## config.mk

```make
export PLATFORM = sky130hd
export DESIGN_NAME = video_chunk_deframer_unit
export DESIGN_NICKNAME = d
export VERILOG_FILES = /design/src/rtl/vcd_pkg.sv /design/src/rtl/vcd_front.sv /design/src/rtl/vcd_queue.sv /design/src/rtl/video_chunk_deframer_unit.sv
export SDC_FILE = /design/constraint.sdc
export NUM_CORES = 1
export LEC_CHECK = 0
export ABC_AREA = 1
export BUFFER_PORTS_ARGS = -buffer_cell sky130_fd_sc_hd__buf_4
export CAP_MARGIN = 20
export CORE_MARGIN = 8
export CORE_UTILIZATION = 60
export DETAILED_ROUTE_END_ITERATION = 12
export PLACE_DENSITY = 0.78
export SLEW_MARGIN = 20
export SYNTH_ARGS = -nofsm -noshare
export SYNTH_HDL_FRONTEND = slang
export SYNTH_HIERARCHICAL = 1
export SYNTH_SLANG_ARGS = --single-unit
export TNS_END_PERCENT = 5
```

## constraint.sdc

```tcl
create_clock -name clk -period 6.2 [get_ports clk]
set_input_delay 0.93 -clock clk [delete_from_list [all_inputs] [get_ports clk]]
set_output_delay 0.93 -clock clk [all_outputs]
set_load 0.02 [all_outputs]
```

## src/rtl/vcd_pkg.sv

```systemverilog
`timescale 1ns / 1ps
`default_nettype none

package vcd_pkg;

	// Result status codes
	typedef enum logic [1:0] {
		ST_DATA    = 2'd0,
		ST_BAD_LEN = 2'd1,
		ST_TRUNC   = 2'd2
	} status_t;

	// Header layout and chunk rules
	localparam int unsigned HDR_LAST     = 15;
	localparam logic [15:0] SKIP_TYPE    = 16'd258;
	localparam int unsigned END_FLAG_BIT = 7;
	localparam logic [15:0] HEADER_EXTRA = 16'd12;
	localparam logic [15:0] MIN_LENGTH   = HEADER_EXTRA + 16'd1;

	// Depth of the result queue between parser and output
	localparam int unsigned QUEUE_DEPTH = 4;

	// One result as it travels from the parser to the output side
	typedef struct packed {
		logic [7:0]  data;
		logic [31:0] stamp;
		logic        first;
		logic        last;
		status_t     status;
	} result_t;

endpackage

`default_nettype wire

```

## src/rtl/vcd_front.sv

```systemverilog
`timescale 1ns / 1ps
`default_nettype none

module vcd_front (
	input  wire logic             clk,
	input  wire logic             arst_n,
	input  wire logic             take,
	input  wire logic [7:0]       in_byte,
	input  wire logic             stream_end,
	output vcd_pkg::result_t      res,
	output logic                  res_valid
);

	logic [3:0]  header_count_q, header_count_n;
	logic [15:0] chunk_type_q, chunk_type_n;
	logic [15:0] chunk_length_q, chunk_length_n;
	logic        end_mark_q, end_mark_n;
	logic [31:0] chunk_stamp_q, chunk_stamp_n;
	logic [31:0] held_stamp_q, held_stamp_n;
	logic [15:0] bytes_left_q, bytes_left_n;
	logic        in_payload_q, in_payload_n;
	logic        skipping_q, skipping_n;
	logic        frame_open_q, frame_open_n;
	logic        trunc;
	logic        last_byte;

	// Parser state
	always_ff @(posedge clk or negedge arst_n) begin
		if (!arst_n) begin
			header_count_q <= '0;
			chunk_type_q   <= '0;
			chunk_length_q <= '0;
			end_mark_q     <= 1'b0;
			chunk_stamp_q  <= '0;
			held_stamp_q   <= '0;
			bytes_left_q   <= '0;
			in_payload_q   <= 1'b0;
			skipping_q     <= 1'b0;
			frame_open_q   <= 1'b0;
		end else if (take) begin
			header_count_q <= header_count_n;
			chunk_type_q   <= chunk_type_n;
			chunk_length_q <= chunk_length_n;
			end_mark_q     <= end_mark_n;
			chunk_stamp_q  <= chunk_stamp_n;
			held_stamp_q   <= held_stamp_n;
			bytes_left_q   <= bytes_left_n;
			in_payload_q   <= in_payload_n;
			skipping_q     <= skipping_n;
			frame_open_q   <= frame_open_n;
		end
	end

	// Classify the byte: header field, kept payload, skipped payload or end of stream
	always_comb begin
		header_count_n = header_count_q;
		chunk_type_n   = chunk_type_q;
		chunk_length_n = chunk_length_q;
		end_mark_n     = end_mark_q;
		chunk_stamp_n  = chunk_stamp_q;
		held_stamp_n   = held_stamp_q;
		bytes_left_n   = bytes_left_q;
		in_payload_n   = in_payload_q;
		skipping_n     = skipping_q;
		frame_open_n   = frame_open_q;
		res            = '0;
		res_valid      = 1'b0;
		trunc          = frame_open_q || (in_payload_q && !skipping_q);
		last_byte      = (bytes_left_q == 16'd1);

		if (stream_end) begin
			// end of stream: everything back to reset, report a cut frame if a kept chunk or frame was open
			header_count_n = '0;
			chunk_type_n   = '0;
			chunk_length_n = '0;
			end_mark_n     = 1'b0;
			chunk_stamp_n  = '0;
			held_stamp_n   = '0;
			bytes_left_n   = '0;
			in_payload_n   = 1'b0;
			skipping_n     = 1'b0;
			frame_open_n   = 1'b0;
			res_valid      = trunc;
			res.stamp      = held_stamp_q;
			res.last       = 1'b1;
			res.status     = vcd_pkg::ST_TRUNC;
		end else if (!in_payload_q) begin
			// header collection, big-endian fields
			case (header_count_q)
				4'd0:    chunk_type_n   = {in_byte, 8'h00};
				4'd1:    chunk_type_n   = {chunk_type_q[15:8], in_byte};
				4'd2:    chunk_length_n = {in_byte, 8'h00};
				4'd3:    chunk_length_n = {chunk_length_q[15:8], in_byte};
				4'd5:    end_mark_n     = in_byte[vcd_pkg::END_FLAG_BIT];
				4'd8:    chunk_stamp_n  = {in_byte, 24'h000000};
				4'd9:    chunk_stamp_n  = {chunk_stamp_q[31:24], in_byte, 16'h0000};
				4'd10:   chunk_stamp_n  = {chunk_stamp_q[31:16], in_byte, 8'h00};
				4'd11:   chunk_stamp_n  = {chunk_stamp_q[31:8], in_byte};
				default: ;
			endcase
			if (header_count_q != 4'(vcd_pkg::HDR_LAST)) begin
				header_count_n = header_count_q + 4'd1;
			end else begin
				header_count_n = '0;
				if (chunk_length_q < vcd_pkg::MIN_LENGTH) begin
					// bad length: drop any open frame, resync on next byte
					frame_open_n = 1'b0;
					res_valid    = 1'b1;
					res.stamp    = frame_open_q ? held_stamp_q : 32'd0;
					res.last     = 1'b1;
					res.status   = vcd_pkg::ST_BAD_LEN;
				end else begin
					bytes_left_n = chunk_length_q - vcd_pkg::HEADER_EXTRA;
					in_payload_n = 1'b1;
					skipping_n   = (chunk_type_q == vcd_pkg::SKIP_TYPE);
					if (chunk_type_q != vcd_pkg::SKIP_TYPE && !frame_open_q) begin
						held_stamp_n = chunk_stamp_q;
					end
				end
			end
		end else begin
			// payload byte
			bytes_left_n = bytes_left_q - 16'd1;
			if (last_byte) begin
				in_payload_n = 1'b0;
			end
			if (skipping_q) begin
				if (last_byte) begin
					skipping_n = 1'b0;
				end
			end else begin
				res_valid    = 1'b1;
				res.data     = in_byte;
				res.stamp    = held_stamp_q;
				res.first    = !frame_open_q;
				res.last     = last_byte && end_mark_q;
				res.status   = vcd_pkg::ST_DATA;
				frame_open_n = !(last_byte && end_mark_q);
			end
		end

		if (!take) begin
			res_valid = 1'b0;
		end
	end

endmodule

`default_nettype wire

```

## src/rtl/vcd_queue.sv

```systemverilog
`timescale 1ns / 1ps
`default_nettype none

module vcd_queue #(
	parameter int unsigned DEPTH = vcd_pkg::QUEUE_DEPTH
) (
	input  wire logic              clk,
	input  wire logic              arst_n,
	input  wire logic              wr_en,
	input  wire vcd_pkg::result_t  wr_data,
	input  wire logic              rd_en,
	output vcd_pkg::result_t       rd_data,
	output logic                   full,
	output logic                   empty
);

	localparam int unsigned AW = (DEPTH > 1) ? $clog2(DEPTH) : 1;
	localparam int unsigned CW = $clog2(DEPTH + 1);

	vcd_pkg::result_t mem_q [DEPTH];
	logic [AW-1:0]    wr_ptr_q;
	logic [AW-1:0]    rd_ptr_q;
	logic [CW-1:0]    count_q;
	logic             do_wr;
	logic             do_rd;

	assign full    = (count_q == CW'(DEPTH));
	assign empty   = (count_q == '0);
	assign do_wr   = wr_en && !full;
	assign do_rd   = rd_en && !empty;
	assign rd_data = mem_q[rd_ptr_q];

	// Storage
	always_ff @(posedge clk) begin
		if (do_wr) begin
			mem_q[wr_ptr_q] <= wr_data;
		end
	end

	// Pointers and fill count
	always_ff @(posedge clk or negedge arst_n) begin
		if (!arst_n) begin
			wr_ptr_q <= '0;
			rd_ptr_q <= '0;
			count_q  <= '0;
		end else begin
			if (do_wr) begin
				wr_ptr_q <= (wr_ptr_q == AW'(DEPTH - 1)) ? '0 : wr_ptr_q + AW'(1);
			end
			if (do_rd) begin
				rd_ptr_q <= (rd_ptr_q == AW'(DEPTH - 1)) ? '0 : rd_ptr_q + AW'(1);
			end
			if (do_wr && !do_rd) begin
				count_q <= count_q + CW'(1);
			end else if (do_rd && !do_wr) begin
				count_q <= count_q - CW'(1);
			end
		end
	end

`ifndef SYNTHESIS
	a_count_range: assert property (@(posedge clk) disable iff (!arst_n)
		count_q <= CW'(DEPTH))
		else $error("queue count beyond depth");
	a_count_up: assert property (@(posedge clk) disable iff (!arst_n)
		(do_wr && !do_rd) |=> (count_q == $past(count_q) + CW'(1)))
		else $error("queue count did not grow on write");
	a_ptr_gap: assert property (@(posedge clk) disable iff (!arst_n)
		(count_q == '0) |-> (wr_ptr_q == rd_ptr_q))
		else $error("empty queue with pointers apart");
`endif

endmodule

`default_nettype wire

```

## src/rtl/video_chunk_deframer_unit.sv

```systemverilog
// A result enters the queue as its byte is taken; the queue head drives the result ports.
// Throughput: one byte per cycle, sustained while results are drained as fast.
// Parser takes one byte per cycle unless full; the QUEUE_DEPTH-entry queue absorbs stalls.
// full follows the queue: a byte is refused while the queue holds QUEUE_DEPTH results.
// Reset (arst_n low, asynchronous) empties the queue and clears all parser state.
`timescale 1ns / 1ps
`default_nettype none

module video_chunk_deframer_unit #(
	parameter int unsigned QUEUE_DEPTH = vcd_pkg::QUEUE_DEPTH
) (
	input  wire logic        clk,
	input  wire logic        arst_n,
	input  wire logic        push,
	output logic             full,
	input  wire logic [7:0]  in_byte,
	input  wire logic        stream_end,
	output logic             empty,
	input  wire logic        pop,
	output logic [7:0]       out_byte,
	output logic [31:0]      frame_stamp_out,
	output logic             frame_first,
	output logic             frame_last,
	output logic [1:0]       status
);

	vcd_pkg::result_t front_res;
	vcd_pkg::result_t head_res;
	logic             front_valid;
	logic             take;

	assign take = push && !full;

	// Front: header parsing and byte classification
	vcd_front u_front (
		.clk        (clk),
		.arst_n     (arst_n),
		.take       (take),
		.in_byte    (in_byte),
		.stream_end (stream_end),
		.res        (front_res),
		.res_valid  (front_valid)
	);

	// Back: result queue toward the consumer
	vcd_queue #(
		.DEPTH (QUEUE_DEPTH)
	) u_queue (
		.clk     (clk),
		.arst_n  (arst_n),
		.wr_en   (front_valid),
		.wr_data (front_res),
		.rd_en   (pop),
		.rd_data (head_res),
		.full    (full),
		.empty   (empty)
	);

	assign out_byte        = head_res.data;
	assign frame_stamp_out = head_res.stamp;
	assign frame_first     = head_res.first;
	assign frame_last      = head_res.last;
	assign status          = head_res.status;

`ifndef SYNTHESIS
	a_status_ends: assert property (@(posedge clk) disable iff (!arst_n)
		(!empty && status != vcd_pkg::ST_DATA) |-> (frame_last && !frame_first))
		else $error("status result without frame end");
	a_status_zero: assert property (@(posedge clk) disable iff (!arst_n)
		(!empty && status != vcd_pkg::ST_DATA) |-> (out_byte == 8'd0))
		else $error("status result carries data");
	a_no_lost: assert property (@(posedge clk) disable iff (!arst_n)
		front_valid |-> take)
		else $error("result raised without an accepted byte");
	a_fill: assert property (@(posedge clk) disable iff (!arst_n)
		(front_valid && empty) |=> !empty)
		else $error("result did not reach the output");
`endif

endmodule

`default_nettype wire

```

Word-level counts from Yosys, hierarchy flattened
Memories as Yosys holds them, arrays and structs flattened.
Index checks and enable logic that the tools add are counted.
{"block": "op_classes", "order_cmp": 1, "n_mux": 65, "n_addsub": 7, "reduce_logical": 43, "n_eq_ne": 26}
{"operator": "32-bit 2-to-1 mux", "n": 12}
{"operator": "16-bit 2-to-1 mux", "n": 8}
{"operator": "32-bit case mux with 4 select lines", "n": 1}
{"operator": "16-bit case mux with 2 select lines", "n": 2}
{"operator": "44-bit 2-to-1 mux", "n": 1}
{"operator": "1-bit 2-to-1 mux", "n": 28}
{"operator": "3-bit 2-to-1 mux", "n": 6}
{"operator": "16-bit by 1-bit == test with 1-bit output (second input constant)", "n": 1}
{"operator": "16-bit by 9-bit == test with 1-bit output (second input constant)", "n": 1}
{"operator": "4-bit == test (second input constant)", "n": 4}
{"operator": "16-bit by 4-bit less-than comparator with 1-bit output (second input constant)", "n": 1}
{"operator": "8-bit 2-to-1 mux", "n": 2}
{"operator": "16-bit by 9-bit != test with 1-bit output (second input constant)", "n": 1}
{"operator": "2-bit != test (second input constant)", "n": 8}
{"operator": "4-bit AND reduction", "n": 4}
{"operator": "16-bit by 1-bit subtractor with 16-bit output (second input constant)", "n": 1}
{"operator": "16-bit by 4-bit subtractor with 16-bit output (second input constant)", "n": 1}
{"operator": "3-bit AND reduction", "n": 5}
{"operator": "4-bit 2-to-1 mux", "n": 3}
{"operator": "2-bit nonzero test", "n": 6}
{"operator": "3-bit nonzero test", "n": 4}
{"operator": "5-bit AND reduction", "n": 2}
{"operator": "4-bit by 2-bit == test with 1-bit output (second input constant)", "n": 2}
{"operator": "1-bit logical AND", "n": 8}
{"operator": "other kinds (20)", "n": 30}
{"block": "totals", "memories": 1, "register_bits": 127, "input_bits": 13, "ram_bits": 176}
{"name": "u_queue.mem_q", "words": 4, "width": 44, "read_ports": 1, "rd_clocked_by_memory_dff": 0, "wr": 1, "line": "vcd_queue.sv:20", "rtl": "vcd_pkg::result_t mem_q [DEPTH];"}

Logic depth before layout (Yosys ltp)
{"block": "logic_depth", "depth_word": 11, "ltp_mapped": 18}

By module
The synthesis kept the hierarchy.
{"module": "vcd_queue", "seq_area_each_um2": 5460.2, "area_per_inst_um2": 7542.2, "cells_per_inst": 574, "instances": 1}
{"module": "vcd_front", "seq_area_each_um2": 3002.9, "area_per_inst_um2": 6471.2, "cells_per_inst": 827, "instances": 1}
{"module": "video_chunk_deframer_unit", "seq_area_each_um2": 0.0, "area_per_inst_um2": 10.0, "cells_per_inst": 2, "instances": 1}

Least setup slack after synthesis
OpenSTA, ideal clock, no wires.
{"block": "synth_timing", "kind": "input port to flip-flop", "start": "in push", "end": "mem u_queue/mem_q[0][0] (netlist name), enable pin", "setup_time_ns": 0.446, "setup_slack_ns": 2.005, "cell_stages": 7, "arrival_ns": 3.749, "cell_sequence": "inv_1 > nor2_2 > clkbuf_1 > nand2_1 > nor2_1 > nand2_1 > nor2_1"}
{"block": "synth_between", "elab_chain_cells": 5}
{"element": "start, declared", "line": "video_chunk_deframer_unit.sv:14", "rtl": "input wire logic push,"}
{"element": "1-bit logical AND", "line": "video_chunk_deframer_unit.sv:32", "rtl": "assign take = push && !full;"}
{"element": "net take", "line": "video_chunk_deframer_unit.sv:30", "rtl": "logic take;"}
{"element": "1-bit 2-to-1 mux", "line": "vcd_front.sv:142", "rtl": "if (!take) begin"}
{"element": "net front_valid", "line": "video_chunk_deframer_unit.sv:29", "rtl": "logic front_valid;"}
{"element": "1-bit logical AND", "line": "vcd_queue.sv:29", "rtl": "assign do_wr = wr_en && !full;"}
{"element": "1-bit 2-to-1 mux", "line": "vcd_queue.sv:35", "rtl": "if (do_wr) begin"}
{"element": "1-bit 2-to-1 mux (implied by the code)", "line": "vcd_queue.sv:36", "rtl": "mem_q[wr_ptr_q] <= wr_data;"}
{"element": "end, declared", "line": "vcd_queue.sv:20"}
The timed path passes the listed nets, and every way through them passes these cells.

Final worst setup path
{"block": "layout_timing", "start": "reg u_queue.rd_ptr_q[0]", "end": "out frame_stamp_out[4]"}
{"block": "layout_between", "elab_chain_cells": 1}
{"element": "start, declared", "line": "vcd_queue.sv:22", "rtl": "logic [AW-1:0] rd_ptr_q;"}
{"element": "start signal, assigned", "line": "vcd_queue.sv:51", "rtl": "rd_ptr_q <= (rd_ptr_q == AW'(DEPTH - 1)) ? '0 : rd_ptr_q + AW'(1);"}
{"element": "memory 4 x 44 bit"}
{"element": "end, declared", "line": "video_chunk_deframer_unit.sv:21", "rtl": "output logic [31:0] frame_stamp_out,"}
No other way between the ends.

==> flow_summary_export.csv <==
group,metric,value,unit
outcome,status,"complete, no violations",
worst_setup_path,critPathLaunchType,"flop",
die,io_pins,59,
route,wl_per_cell,16.9,µm
logic_synthesis,synth_commonest_cells,"nand2_1, inv_1, edfxtp_1, dfrtp_1, nor2_1",
placement,dp.final_hpwl,19100,µm
clocking,post_cts_resized,0,
grt,grt_antenna_before_repair,0,
worst_setup_path,cp_max_fo,84,
die,core-area,0.0232,mm²
timing,worst_pin_slew,1.08,ns
logic_synthesis,seq_area_frac_synth,60.3,%
timing,whs,0.437,ns
die,initial_core_util,60.5,%
route,drtPass1Iterations,6,
job,drv_cap,0,
clocking,tritoncts,"built",
placement,place_congestion,0.917,
logic_synthesis,synth_edf_count,176,
timing,post-route-period-util,57.9,%
timing,tns,0,ns
placement,placed_cell_area,0.0146,mm²
clocking,cts_buffer_depth,3,
cells_and_area,finalInstanceArea,0.0156,mm²
cells_and_area,stdcell_count,1791,
timing,setup_viol_count_final,0,
worst_setup_path,reg2reg_depth,10,
clocking,cts_made_buffers,31,
timing,finalHoldViolations,0,
clocking,cts_sinks,303,
clocking,cts_max_level,1,
timing,slew_violations,0,
route,viasPerCell,5.51,
logic_synthesis,ys_ff_latch,303,
worst_setup_path,cp.required,5.27,ns
die,dieWidth,169,µm
worst_setup_path,cp-end-kind,"output pin",
logic_synthesis,synth.most_common_cell,"nand2_1",
timing,min_period,3.59,ns
logic_synthesis,synth_top_area_cell,"edfxtp_1",
worst_setup_path,path_class,"flop to output pin",
worst_setup_path,r2r_start,"u_queue/count_q[0]",
timing,maxSlewHeadroom,28.2,%
route,num_vias,9873,
logic_synthesis,syn_area,0.0140,mm²
logic_synthesis,synthTopCellsByArea,"edfxtp_1, dfrtp_1, nand2_1, inv_1, o211ai_1",
cells_and_area,drive_gt1_share,13.7,%
die,fp.dieH,169,µm
logic_synthesis,synth_fp_nets,1430,
hold_path,min_path_type,"primary input to asynchronous set/reset pin",
timing,max_clock_freq,278,MHz
power_and_ir_drop,power,7.21,mW
clocking,hold_buffers,0,
clocking,clock_latency,0.57,ns
power_and_ir_drop,powerDensity,462,mW/mm²
cells_and_area,nets,1474,
timing,rsz0062_at_grt,"false",
worst_setup_path,r2r_end,"u_queue/mem_q[1][16]",
power_and_ir_drop,p_leak,6.83,nW
logic_synthesis,ys.flop_type,"edfxtp_1",
route,wl_met2,15000,µm
worst_setup_path,slowest_stage,"dfrtp_4",
grt,grt_pass1_wl,48800,µm
cells_and_area,fillers,1723,
clocking,post_cts_buffers,0,
worst_setup_path,path_cells,"buf_4 -> nand2_1 -> o211ai_1 -> nand2_1 -> buf_4",
route,wl_met1,12500,µm
worst_setup_path,cp_data_arrival_time,2.66,ns
power_and_ir_drop,irDropWorstVdd,0.000271,V
timing,clock-skew-final,0.0120,ns
logic_synthesis,synth_cell_types,40,
worst_setup_path,slowest_delay,0.78,ns
cells_and_area,areaGrowthSynthToFinish,11.3,%
placement,post-place-cells,1733,
logic_synthesis,async_reset_ff_share,41.9,%
placement,portBuffers,58,
clocking,clockRootBuffer,"clkbuf_16",
logic_synthesis,synth_area_per_cell,10.0,µm²
route,first_iter_violations,892,
logic_synthesis,syn_inst,1403,
grt,grt_max_degree,85,
route,top_layer_used,"met4",
logic_synthesis,synth_top_area_share,37.7,%
clocking,clkTransAtPathRegs,0.06,ns
route,drt_wl_total,30200,µm
worst_setup_path,reg2reg_slack,2.62,ns
die,std_cell_rows,56,
route,drcViolationCount,0,
logic_synthesis,ys_warn_count,6,
die,dieArea,0.0285,mm²
grt,first_global_vias,9570,
grt,grt-ovfl-total,0,
route,final_antenna_net_count,0,
grt,globalRouteTotalUtil,21.3,%
cells_and_area,antenna_cells,0,
route,met3WireLength,1710,µm
-- where the power goes --
part           internal [mW]  switching [mW]  leakage [nW]
registers               2.49           0.231          3.39
logic                  0.865            1.74          2.92
clock network           1.13           0.746         0.518
total                   4.49            2.72          6.83
-- cells in the final DEF (no fill, tap or decap), types with 2 or more instances in the layout --
cell / Yosys / final
a31oi_1: 2 / 2
bufinv_16: 0 / 4
a21oi_2: 2 / 2
clkbuf_8: 0 / 4
nor2_1: 81 / 77
o22ai_1: 32 / 32
nand2_4: 4 / 4
buf_4: 8 / 68
ha_1: 13 / 13
o21ai_4: 3 / 3
nor2_2: 37 / 37
o21ai_1: 11 / 11
clkbuf_1: 6 / 6
o21ai_0: 64 / 64
nand3_1: 55 / 55
xnor2_1: 2 / 2
edfxtp_1: 176 / 176
nand2_1: 359 / 359
nor3_1: 5 / 5
xor2_1: 7 / 7
inv_2: 7 / 7
clkbuf_16: 0 / 31
nand4_1: 38 / 38
clkinv_2: 0 / 4
a21oi_1: 6 / 6
nor2_4: 8 / 12
o21ai_2: 2 / 2
inv_4: 2 / 3
dfrtp_1: 127 / 126
o211ai_2: 13 / 13
inv_1: 202 / 202
o211ai_1: 77 / 77
clkinv_1: 2 / 8
-- registers in the layout (all words and copies together), names as in the netlist --
register and count:
u_front/chunk_type_q 16, u_queue/count_q 3, u_queue/wr_ptr_q 2, u_front/held_stamp_q 32
u_front/frame_open_q 1, u_front/chunk_length_q 16, u_front/in_payload_q 1, u_front/header_count_q 4
u_queue/mem_q 176, u_front/bytes_left_q 16, u_front/skipping_q 1, u_queue/rd_ptr_q 2
u_front/end_mark_q 1, u_front/chunk_stamp_q 32
-- logic make-up after synthesis --
group | synth area share (%)
AOI/OAI and AO/OA | 10.5
and+or+nand+nor | 18.5
xor gates and xnor gates | 0.562
adders and majority gates | 1.30
DFF | 60.3
buffers and inverters | 8.76
-- through the flow --
step                      utilization (%)  worst slack [ns]
after global routing                 67.3              2.41
after floorplan                         -              2.00
after CTS                            67.3              2.60
after detailed placement             62.8              2.33
final                                67.3              2.61
after global placement               62.7              2.38
-- how the worst max path moves through the flow --
stage	slack, ns	start	endpoint
global route	2.41	u_queue/count_q[0]	u_queue/mem_q[1][26]
CTS	2.60	u_queue/rd_ptr_q[0]	status[0]
floorplan	2.00	push	u_queue/mem_q[0][0]
finish	2.61	u_queue/rd_ptr_q[0]	frame_stamp_out[4]
detailed placement	2.33	stream_end	u_queue/mem_q[1][13]
global placement	2.38	stream_end	u_queue/mem_q[1][13]
-- critical path, delay by kind of cell (launching register included) --
| family | cells | cell delay [ns] |
|---|---|---|
| AO/OA/AOI/OAI | 1 | 0.13 |
| buffers and inverters | 2 | 0.89 |
| flip-flops | 1 | 0.78 |
| AND/OR/NAND/NOR | 2 | 0.24 |
-- layout make-up --
type                       count  area, µm²  share of cell area, %
tap                          319        399                   2.56
clock buffer                  41        853                   5.47
clock inverter                17        198                   1.27
sequential                   303       8470                   54.2
inverter                     213        805                   5.15
multi-input combinational    829       4360                   27.9
timing repair buffer          69        526                   3.37
-- metal layers --
| metal | global-route usage, % | vias up |
|---|---|---|
| met5 | 0 | - |
| met2 | 36.6 | 316 |
| met1 | 27.1 | 4741 |
| met3 | 3.10 | 63 |
| met4 | 7.92 | 0 |
| li1 | - | 4753 |
No activity file was read; power rests on OpenSTA's default activity.
